$ cat src/design/mttt_pkg.sv
// ----------------------------------------------------------------------------
// mttt_pkg: shared constants and types for the multi timer tick table
// Table depth, index widths, command/result codes, and the control and
// status structs passed between the controller and the datapath.
// ----------------------------------------------------------------------------
package mttt_pkg;

    localparam int NUM_TIMERS = 16;
    localparam int IDX_W      = $clog2(NUM_TIMERS);
    localparam int CNT_W      = $clog2(NUM_TIMERS + 1);

    localparam logic CMD_TICK    = 1'b0;
    localparam logic CMD_ADD     = 1'b1;
    localparam logic KIND_STATUS = 1'b0;
    localparam logic KIND_FIRED  = 1'b1;
    localparam logic STATUS_OK   = 1'b0;
    localparam logic STATUS_FULL = 1'b1;

    typedef struct packed {
        logic load;
        logic add;
        logic step;
        logic commit;
    } ctrl_cmd_t;

    typedef struct packed {
        logic scan_end;
        logic fire;
        logic pend_valid;
        logic out_free;
    } dp_stat_t;

endpackage

$ cat src/design/mttt_ctrl.sv
// ----------------------------------------------------------------------------
// mttt_ctrl: sequencing state machine
// Accepts one command word at a time, drives the add, scan and commit steps
// of the datapath and holds off while the result register is occupied.
// ----------------------------------------------------------------------------
module mttt_ctrl (
    input  logic                clk,
    input  logic                rst_n,
    input  logic                cmd_valid,
    input  logic                command,
    output logic                cmd_stall,
    input  mttt_pkg::dp_stat_t  stat,
    output mttt_pkg::ctrl_cmd_t cmd
);

    typedef enum logic [1:0] {
        IDLE,
        ADD,
        SCAN,
        FLUSH
    } state_t;

    state_t state_reg;
    state_t state_next;
    logic   stall_reg;

    always_comb
    begin
        state_next = state_reg;
        cmd        = '0;
        case (state_reg)
            IDLE:
            begin
                if (cmd_valid && !stall_reg)
                begin
                    cmd.load   = 1'b1;
                    state_next = (command == mttt_pkg::CMD_ADD) ? ADD : SCAN;
                end
            end
            ADD:
            begin
                if (stat.out_free)
                begin
                    cmd.add    = 1'b1;
                    state_next = IDLE;
                end
            end
            SCAN:
            begin
                if (stat.scan_end)
                begin
                    state_next = FLUSH;
                end
                else if (!(stat.fire && stat.pend_valid && !stat.out_free))
                begin
                    cmd.step = 1'b1;
                end
            end
            FLUSH:
            begin
                if (!stat.pend_valid || stat.out_free)
                begin
                    cmd.commit = 1'b1;
                    state_next = IDLE;
                end
            end
            default:
            begin
                state_next = IDLE;
            end
        endcase
    end

    always_ff @(posedge clk or negedge rst_n)
    begin
        if (!rst_n)
        begin
            state_reg <= IDLE;
            stall_reg <= 1'b0;
        end
        else
        begin
            state_reg <= state_next;
            stall_reg <= (state_next != IDLE);
        end
    end

    assign cmd_stall = stall_reg;

    a_stall_idle: assert property (@(posedge clk) disable iff (!rst_n)
        !stall_reg |-> state_reg == IDLE)
        else $error("stall low outside idle");

endmodule

$ cat src/design/mttt_dp.sv
// ----------------------------------------------------------------------------
// mttt_dp: timer table datapath
// Compacted timer table with fill count, scan read/write pointers, the
// pending fired result and the output result register.
// ----------------------------------------------------------------------------
module mttt_dp (
    input  logic                clk,
    input  logic                rst_n,
    input  mttt_pkg::ctrl_cmd_t cmd,
    output mttt_pkg::dp_stat_t  stat,
    input  logic [15:0]         period,
    input  logic [31:0]         tag,
    input  logic                repeat_req,
    output logic                res_valid,
    input  logic                res_stall,
    output logic                kind,
    output logic [31:0]         fired_tag,
    output logic                status,
    output logic                last
);

    logic [15:0] period_mem_reg [mttt_pkg::NUM_TIMERS];
    logic [15:0] count_mem_reg  [mttt_pkg::NUM_TIMERS];
    logic [31:0] tag_mem_reg    [mttt_pkg::NUM_TIMERS];
    logic        rep_mem_reg    [mttt_pkg::NUM_TIMERS];

    logic [mttt_pkg::CNT_W-1:0] fill_reg;
    logic [mttt_pkg::CNT_W-1:0] rd_ptr_reg;
    logic [mttt_pkg::CNT_W-1:0] wr_ptr_reg;
    logic                       pend_valid_reg;
    logic [31:0]                pend_tag_reg;
    logic [15:0]                period_in_reg;
    logic [31:0]                tag_in_reg;
    logic                       rep_in_reg;

    logic        res_valid_reg;
    logic        kind_reg;
    logic [31:0] fired_tag_reg;
    logic        status_reg;
    logic        last_reg;

    logic [mttt_pkg::IDX_W-1:0] rd_idx;
    logic [15:0]                count_inc;
    logic                       fire;
    logic                       keep;
    logic                       full;
    logic                       out_free;
    logic                       push;

    logic                       wr_en;
    logic [mttt_pkg::IDX_W-1:0] wr_idx;
    logic [15:0]                wr_period;
    logic [15:0]                wr_count;
    logic [31:0]                wr_tag;
    logic                       wr_rep;

    assign rd_idx    = rd_ptr_reg[mttt_pkg::IDX_W-1:0];
    assign count_inc = count_mem_reg[rd_idx] + 16'd1;
    assign fire      = (period_mem_reg[rd_idx] != 16'd0)
                       && (count_inc == period_mem_reg[rd_idx]);
    assign keep      = !fire || rep_mem_reg[rd_idx];
    assign full      = (fill_reg == mttt_pkg::CNT_W'(mttt_pkg::NUM_TIMERS));
    assign out_free  = !res_valid_reg || !res_stall;
    assign push      = cmd.add || (cmd.step && fire && pend_valid_reg)
                       || (cmd.commit && pend_valid_reg);

    assign stat.scan_end   = (rd_ptr_reg == fill_reg);
    assign stat.fire       = fire;
    assign stat.pend_valid = pend_valid_reg;
    assign stat.out_free   = out_free;

    always_comb
    begin
        wr_en     = 1'b0;
        wr_idx    = fill_reg[mttt_pkg::IDX_W-1:0];
        wr_period = period_in_reg;
        wr_count  = 16'd0;
        wr_tag    = tag_in_reg;
        wr_rep    = rep_in_reg;
        if (cmd.add && !full)
        begin
            wr_en = 1'b1;
        end
        else if (cmd.step && keep)
        begin
            wr_en     = 1'b1;
            wr_idx    = wr_ptr_reg[mttt_pkg::IDX_W-1:0];
            wr_period = period_mem_reg[rd_idx];
            wr_count  = fire ? 16'd0 : count_inc;
            wr_tag    = tag_mem_reg[rd_idx];
            wr_rep    = rep_mem_reg[rd_idx];
        end
    end

    always_ff @(posedge clk)
    begin
        if (wr_en)
        begin
            period_mem_reg[wr_idx] <= wr_period;
            count_mem_reg[wr_idx]  <= wr_count;
            tag_mem_reg[wr_idx]    <= wr_tag;
            rep_mem_reg[wr_idx]    <= wr_rep;
        end
        if (cmd.load)
        begin
            period_in_reg <= period;
            tag_in_reg    <= tag;
            rep_in_reg    <= repeat_req;
        end
        if (cmd.step && fire)
        begin
            pend_tag_reg <= tag_mem_reg[rd_idx];
        end
        if (push)
        begin
            if (cmd.add)
            begin
                kind_reg      <= mttt_pkg::KIND_STATUS;
                fired_tag_reg <= 32'd0;
                status_reg    <= full ? mttt_pkg::STATUS_FULL : mttt_pkg::STATUS_OK;
                last_reg      <= 1'b1;
            end
            else
            begin
                kind_reg      <= mttt_pkg::KIND_FIRED;
                fired_tag_reg <= pend_tag_reg;
                status_reg    <= mttt_pkg::STATUS_OK;
                last_reg      <= cmd.commit;
            end
        end
    end

    always_ff @(posedge clk or negedge rst_n)
    begin
        if (!rst_n)
        begin
            fill_reg       <= '0;
            rd_ptr_reg     <= '0;
            wr_ptr_reg     <= '0;
            pend_valid_reg <= 1'b0;
            res_valid_reg  <= 1'b0;
        end
        else
        begin
            if (push)
            begin
                res_valid_reg <= 1'b1;
            end
            else if (!res_stall)
            begin
                res_valid_reg <= 1'b0;
            end

            if (cmd.load)
            begin
                rd_ptr_reg     <= '0;
                wr_ptr_reg     <= '0;
                pend_valid_reg <= 1'b0;
            end
            else if (cmd.step)
            begin
                rd_ptr_reg <= rd_ptr_reg + 1'b1;
                if (keep)
                begin
                    wr_ptr_reg <= wr_ptr_reg + 1'b1;
                end
                if (fire)
                begin
                    pend_valid_reg <= 1'b1;
                end
            end
            else if (cmd.commit)
            begin
                fill_reg       <= wr_ptr_reg;
                pend_valid_reg <= 1'b0;
            end
            else if (cmd.add && !full)
            begin
                fill_reg <= fill_reg + 1'b1;
            end
        end
    end

    assign res_valid = res_valid_reg;
    assign kind      = kind_reg;
    assign fired_tag = fired_tag_reg;
    assign status    = status_reg;
    assign last      = last_reg;

    a_fill_range: assert property (@(posedge clk) disable iff (!rst_n)
        fill_reg <= mttt_pkg::CNT_W'(mttt_pkg::NUM_TIMERS))
        else $error("fill count out of range");

    a_wr_behind_rd: assert property (@(posedge clk) disable iff (!rst_n)
        wr_ptr_reg <= rd_ptr_reg)
        else $error("compaction pointer ahead of scan pointer");

    a_push_free: assert property (@(posedge clk) disable iff (!rst_n)
        push |-> out_free)
        else $error("result overwritten while stalled");

    a_load_clears: assert property (@(posedge clk) disable iff (!rst_n)
        cmd.load |=> !pend_valid_reg && rd_ptr_reg == '0)
        else $error("scan state not cleared on new word");

endmodule

$ cat src/design/multi_timer_tick_table_core.sv
// ----------------------------------------------------------------------------
// multi_timer_tick_table_core: table of software timers
// Usage:
//   Command channel (cmd_valid/cmd_stall) takes one word: command, period,
//   tag, repeat_req. An add word appends a timer and returns one status
//   word (status 1 when the table is full). A tick word advances every
//   timer; each timer that reaches its period returns a fired word with its
//   tag, in table order, and one-shot timers drop out of the table.
//   Result channel (res_valid/res_stall) carries kind, fired_tag, status and
//   last; last marks the final result word of a command word. A tick with no
//   timer due returns nothing.
// Timing:
//   One command word at a time. An add runs load then add; a tick runs
//   load, a scan step per stored timer, end check and commit. An add's
//   status word is registered in the add step, which waits while the
//   result register is occupied; a fired word waits for the next due timer
//   or the end of the scan.
//   Result stall holds the scan whenever a new result word is ready and the
//   result register is still occupied; no word is dropped.
// Reset:
//   rst_n clears the table to empty and the result channel to idle.
// ----------------------------------------------------------------------------
module multi_timer_tick_table_core (
    input  logic        clk,
    input  logic        rst_n,
    input  logic        cmd_valid,
    output logic        cmd_stall,
    input  logic        command,
    input  logic [15:0] period,
    input  logic [31:0] tag,
    input  logic        repeat_req,
    output logic        res_valid,
    input  logic        res_stall,
    output logic        kind,
    output logic [31:0] fired_tag,
    output logic        status,
    output logic        last
);

    mttt_pkg::ctrl_cmd_t cmd;
    mttt_pkg::dp_stat_t  stat;

    mttt_ctrl u_ctrl (
        .clk       (clk),
        .rst_n     (rst_n),
        .cmd_valid (cmd_valid),
        .command   (command),
        .cmd_stall (cmd_stall),
        .stat      (stat),
        .cmd       (cmd)
    );

    mttt_dp u_dp (
        .clk        (clk),
        .rst_n      (rst_n),
        .cmd        (cmd),
        .stat       (stat),
        .period     (period),
        .tag        (tag),
        .repeat_req (repeat_req),
        .res_valid  (res_valid),
        .res_stall  (res_stall),
        .kind       (kind),
        .fired_tag  (fired_tag),
        .status     (status),
        .last       (last)
    );

endmodule

$ cat config.mk
export PLATFORM = sky130hd
export DESIGN_NAME = multi_timer_tick_table_core
export DESIGN_NICKNAME = d
export VERILOG_FILES = /design/src/design/mttt_pkg.sv /design/src/design/mttt_ctrl.sv /design/src/design/mttt_dp.sv /design/src/design/multi_timer_tick_table_core.sv
export SDC_FILE = /design/constraint.sdc
export NUM_CORES = 1
export LEC_CHECK = 0
export BUFFER_PORTS_ARGS = -buffer_cell sky130_fd_sc_hd__buf_2
export CAP_MARGIN = 40
export CORE_UTILIZATION = 25
export DETAILED_ROUTE_END_ITERATION = 16
export GPL_TIMING_DRIVEN = 0
export PLACE_DENSITY_LB_ADDON = 0.1
export SETUP_SLACK_MARGIN = 0.05
export SLEW_MARGIN = 10
export SYNTH_ARGS = -nofsm -noshare
export SYNTH_HDL_FRONTEND = slang
export SYNTH_SLANG_ARGS = --single-unit
export TNS_END_PERCENT = 30
$ cat constraint.sdc
create_clock -name clk -period 19 [get_ports clk]
set_clock_uncertainty 0.1 [all_clocks]
set_input_delay 1.9 -clock clk [delete_from_list [all_inputs] [get_ports clk]]
set_output_delay 1.9 -clock clk [all_outputs]
set_load 0.1 [all_outputs]
== After elaboration in Yosys (flattened, before gate mapping) ==
Memory sizes are Yosys's and may differ from the RTL's.
Index checks and enable logic that the tools add are counted.
Operators by class
  mux-type cells: 45
  bitwise logic cells: 2
  eq/ne operators: 8
  reduce and logical (&&, ||, !) cells: 31
  $add $sub $neg: 4
Operators by type and width (number)
  $mux W16: 5
  $mux W32: 2
  $mux W5: 7
  $mux W1: 23
  $add A16 B1 Y16 const B: 1
  $eq A16 B16 Y1: 1
  $reduce_bool A16 Y1: 1
  $add A5 B1 Y5 const B: 3
  $mux W2: 5
  $logic_and A1 B1 Y1: 9
  $mux W4: 2
  $pmux W2 S4: 1
  $reduce_bool A2 Y1: 4
  $logic_not A1 Y1: 7
  $eq A5 B5 Y1: 1
  $eq A5 B5 Y1 const B: 1
  $logic_or A1 B1 Y1: 5
  $eq A2 B2 Y1 const B: 2
  $reduce_and A2 Y1: 2
  $ne A3 B3 Y1 const B: 1
  $reduce_and A3 Y1: 1
  $reduce_bool A3 Y1: 1
  $eq A2 B1 Y1 const B: 1
  $logic_not A2 Y1: 1
  2 further kinds: 3
Word-level totals
  memories kept: 4
  word-level logic and storage cells: 109
  memory bits (writable): 1040
  input port bits: 54
  output and inout bits: 37
  register bits after elaboration: 136
Memories
  u_dp.tag_mem_reg: words 16, bits a word 32, rd ports 1, clocked after memory_dff 0, write ports 1, RTL line mttt_dp.sv:24  | logic [31:0] tag_mem_reg [mttt_pkg::NUM_TIMERS];
  u_dp.count_mem_reg: words 16, bits a word 16, rd ports 1, clocked after memory_dff 0, write ports 1, RTL line mttt_dp.sv:23  | logic [15:0] count_mem_reg [mttt_pkg::NUM_TIMERS];
  u_dp.period_mem_reg: words 16, bits a word 16, rd ports 1, clocked after memory_dff 0, write ports 1, RTL line mttt_dp.sv:22  | logic [15:0] period_mem_reg [mttt_pkg::NUM_TIMERS];
  u_dp.rep_mem_reg: words 16, bits a word 1, rd ports 1, clocked after memory_dff 0, write ports 1, RTL line mttt_dp.sv:25  | logic rep_mem_reg [mttt_pkg::NUM_TIMERS];

== Depth between registers and ports, before layout ==
An unclocked memory read counts as a cell.
  depth in word-level cells: 14
  gate-level depth with buffers: 17
  gate-level depth less buffers: 13

== Modules after synthesis ==
A second synthesis with hierarchy kept.
Unflattened totals
  cells, all modules: 2045
  area, all modules: 46109.2 µm²
Modules (own cells, without submodules)
  mttt_dp: area an instance 45895.3 µm², times used 1, cells an instance 2023, seq. area each 35138.7 µm²
  mttt_ctrl: area an instance 214.0 µm², times used 1, cells an instance 22, seq. area each 75.1 µm²

== Least setup slack after synthesis ==
OpenSTA, ideal clock, no wires.
  kind: register to register
  from: reg u_dp.rd_ptr_reg[0] (netlist bit)
  to: mem u_dp.count_mem_reg[10][0], enable pin
  clock period less this slack: 8177 ps
  slack: 10823 ps
  buffers on the path: 3
  arrival time: 7561 ps
  setup time: 516 ps
  data required time: 18384 ps
  stages on the path, launching flop included: 17
  cell sequence: dfrtp_1 buf_6 buf_6 mux2i_1 a221o_1 o22ai_1 ha_1 nor2b_1 a22oi_1 nor4_1 mux2_4 a2111oi_2 nand4_1 or4b_1 buf_4 mux2i_2 a22oi_1
Between the ends
  longest elaborated chain between the ends: 14
  elaborated cells between the ends (all ways): 22
  classes of those cells: add/sub: 1; eq/ne: 2; mux: 9; reduce/logical: 7; memory: 3
Ends and longest elaborated chain
  start, declared: RTL line mttt_dp.sv:28  | logic [mttt_pkg::CNT_W-1:0] rd_ptr_reg;
  start signal, assigned: RTL line mttt_dp.sv:162  | rd_ptr_reg <= rd_ptr_reg + 1'b1;
  $mem_v2 Z16 W16
  $add A16 B1 Y16: RTL line mttt_dp.sv:58  | assign count_inc = count_mem_reg[rd_idx] + 16'd1;
  $eq A16 B16 Y1: RTL line mttt_dp.sv:60  | && (count_inc == period_mem_reg[rd_idx]);
  $logic_and A1 B1 Y1: RTL line mttt_dp.sv:60
  $logic_and A1 B1 Y1 (2 in a row): RTL line mttt_ctrl.sv:54  | else if (!(stat.fire && stat.pend_valid && !stat.out_free))
  $mux W1: RTL line mttt_ctrl.sv:54
  $mux W1: RTL line mttt_ctrl.sv:50  | if (stat.scan_end)
  $mux W1: RTL line mttt_ctrl.sv:31  | case (state_reg)
  $logic_and A1 B1 Y1 *: RTL line mttt_dp.sv:84  | else if (cmd.step && keep)
  $mux W1: RTL line mttt_dp.sv:84
  $mux W1: RTL line mttt_dp.sv:80  | if (cmd.add && !full)
  $mux W1: RTL line mttt_dp.sv:97  | if (wr_en)
  $mux W1 (implied by the code): RTL line mttt_dp.sv:100  | count_mem_reg[wr_idx] <= wr_count;
  end, declared: RTL line mttt_dp.sv:23
Mark *: on every way between the ends. The rest lies on a longest branch, timed or not.

== Worst setup path in the final report ==
  from: reg u_dp.rd_ptr_reg[3] (netlist bit)
  to: mem u_dp.count_mem_reg[13][10], enable pin
Same word-level chain as after synthesis.

==> results.toml <==
[outcome]
status = "finished, final reports clean"

[logic_synthesis]
synthesis.area_um2 = 46800
ys_ff_latch = 1176
synth_seq_area_share = 0.753
syn_nets = 2231
syn_avg_cell_area_um2 = 21.5
synthArstFlopShare = 0.0170
synth_ff_type = "edfxtp_1"
ys_types = 88
synth_cells = 2172
ys_warn_count = 0
synth_edf_count = 1156

[sta]
hold_violations = 0
finalSetupTns_ps = 0
setup_ws_ps = 11250
min_period_ps = 7750
relSlewSlack = 0.316
maxSlewViolCount = 0
max_freq_mhz = 129
max_slew.worst_pin.slew_ps = 1020
fin_crit_sh = 0.408
rsz0062_at_grt = "false"
finalSetupViolCount = 0

[clocking]
clk_path_buf_depth = 3
holdBufCountCts = 0
worstSkewPairLatency_ps = 770
post_cts_resized = 0
postCtsSetupBuffers = 0
path_clk_slew_ps = 60
root_buffer = "clkbuf_16"
cts_tree = "yes"
cts_max_level = 4
clock_sinks = 1176
cts_buffers = 137

[drt]
ant_nets = 0
routed_wl_um = 147000
drtPass1Iterations = 5
wl_per_cell_um = 28.4
drt-vias-per-instance = 4.59
drt_iter0_drc = 1873
drc = 0
vias = 23800

[floorplan]
core_um2 = 186000
placementRows = 158
fp.dieH_um = 435
start_util = 0.252
chipWidth_um = 435
die_area_um2 = 189000
ios = 91

[pwr]
p_int_mw = 5.96
p_leak_nw = 18.5
power.share.switching = 0.322
seq_power_share = 0.399
clockPowerShare = 0.283
p_per_area_nw_per_um2 = 152
ir_drop_mv = 0.0676
p_switching_mw = 2.83
combPwrFrac = 0.318

[global_routing]
grt_usage = 0.157
gr-total-overflow = 0
grt_start_max_net_pins = 38
grt_pass1_vias = 25300
grt_pass1_wl_um = 204000
antenna_found_initial = 1

[layout]
drive_gt1_frac = 0.329
largest_register_ffs = 512
fillers = 17800
seqCellArea_um2 = 35200
final_cell_mix = "edfxtp_1, mux4_2, clkbuf_16, buf_2, buf_8"
fin_util = 0.312
syn_to_final_growth_pct = 24.0
final_common_cell = "edfxtp_1"
fin_nets = 2658
multiInputGateArea_um2 = 11000

[placement]
dp_slack_ps = 11270
place.gp.congestion = 0.793
port_buffers = 90
dpl.hpwl_um = 103000

[min_path]
min_path_type = "flop to flop"

[setup_path]
critPathLaunchType = "flop"
worstPathRequired_ps = 19360
critPathMaxFanout = 10
cp.arrival_ps = 8110
worstSetupPathType = "flop to flop"
worstSetupEndpointType = "flop"

[flow_run]
drv_cap = 0
[cells in the mapped netlist (all sizes together) (9+ instances only)]
master / n / area, µm²
edfxtp: 1156 / 34700
mux4: 269 / 6100
mux2i: 83 / 835
buf: 62 / 513
mux2: 58 / 833
clkbuf: 51 / 193
nor2: 50 / 190
nand2: 48 / 180
and2: 39 / 244
nand3: 34 / 175
a22oi: 28 / 234
xnor2: 27 / 236
nor3: 24 / 136
o21ai: 22 / 114
dfrtp: 20 / 500
a221oi: 15 / 156
inv: 15 / 56.3
a21oi: 14 / 85.1
nand4: 13 / 87.6
a32oi: 9 / 78.8
nand2b: 9 / 56.3
nor2b: 9 / 56.3
nor4: 9 / 71.3
[power by group through the flow]
stage / combinational (mW) / sequential [mW] / clock [mW]
after CTS: 2.84 / 3.51 / 2.56
final: 2.80 / 3.51 / 2.49
after global routing: 3.00 / 3.53 / 2.65
after global placement: 2.55 / 3.66 / 0
after floorplan: 1.62 / 3.63 / 0
after detailed placement: 2.83 / 3.56 / 0
[worst paths after layout]
check,startpoint,endpoint,slack (ps),cells past startpoint
worst max register to register,u_dp.rd_ptr_reg[3]$_DFFE_PN0P_,u_dp.count_mem_reg[13][10]$_DFFE_PP_,11250,17
max in group asynchronous,rst_n,u_dp.wr_ptr_reg[3]$_DFFE_PN0P_,17340,1
worst min register to register,u_dp.wr_ptr_reg[4]$_DFFE_PN0P_,u_dp.wr_ptr_reg[4]$_DFFE_PN0P_,400,1
min in group asynchronous,rst_n,u_dp.rd_ptr_reg[4]$_DFFE_PN0P_,1050,1
worst max-delay path,u_dp.rd_ptr_reg[3]$_DFFE_PN0P_,u_dp.count_mem_reg[13][10]$_DFFE_PP_,11250,17
worst min-delay path,u_dp.wr_ptr_reg[4]$_DFFE_PN0P_,u_dp.wr_ptr_reg[4]$_DFFE_PN0P_,400,1
[metal layers]
| layer | track usage | part of all wire | routed length, µm | vias up |
|---|---|---|---|---|
| li1 | - | - | - | 10000 |
| met1 | 0.217 | 0.46 | 67700 | 13000 |
| met2 | 0.258 | 0.48 | 71300 | 537 |
| met3 | 0.0244 | 0.038 | 5610 | 173 |
| met4 | 0.0388 | 0.018 | 2700 | 0 |
| met5 | 0 | 0 | 0 | - |
[through the flow]
step,cell area (µm²),cells,power [mW],hold WS (ps)
floorplan,46800,2172,5.25,345
global placement,50300,4742,6.20,385
detailed placement,53800,4935,6.40,391
CTS,57900,5178,8.92,400
global route,58000,5183,9.17,421
finish,58000,5185,8.79,398
[worst max-delay path: stages, from the launching register on]
cell and delay (ps):
dfrtp_1 330, buf_2 230, buf_2 360, buf_2 450, clkbuf_1 710, clkbuf_1 690
a221oi_1 180, a22oi_1 600, a211oi_1 120, nor4_1 500, o311a_1 260, nand4_1 180
nor4b_4 710, nand4_1 520, a32oi_4 860, buf_16 230, buf_16 170, buf_16 160
[kinds of logic (layout without fill, tap and decap cells)]
logic type      count (synthesis)  in the layout  share of synthesized area
mux                           410            410                      0.166
buf+inv                       128            659                     0.0163
other cells                     0              2                          0
flops                        1176           1176                      0.753
simple gates                  275            275                     0.0322
fa+ha+maj                       5              5                    0.00134
compound gates                144            144                     0.0248
xor+xnor                       34             34                    0.00637
[area by class of cell]
| class | instances | area share |
|---|---|---|
| plain buffers | 113 | 0.0125 |
| inverters | 15 | 0.00101 |
| multi-input cells | 868 | 0.190 |
| clock inverters | 67 | 0.00852 |
| flip-flops and latches | 1176 | 0.607 |
| diodes | 2 | 0.0000863 |
| repair buffers | 288 | 0.0635 |
| clock buffers | 176 | 0.0636 |
| well taps | 2480 | 0.0535 |
(Power assumes the default switching activity.)
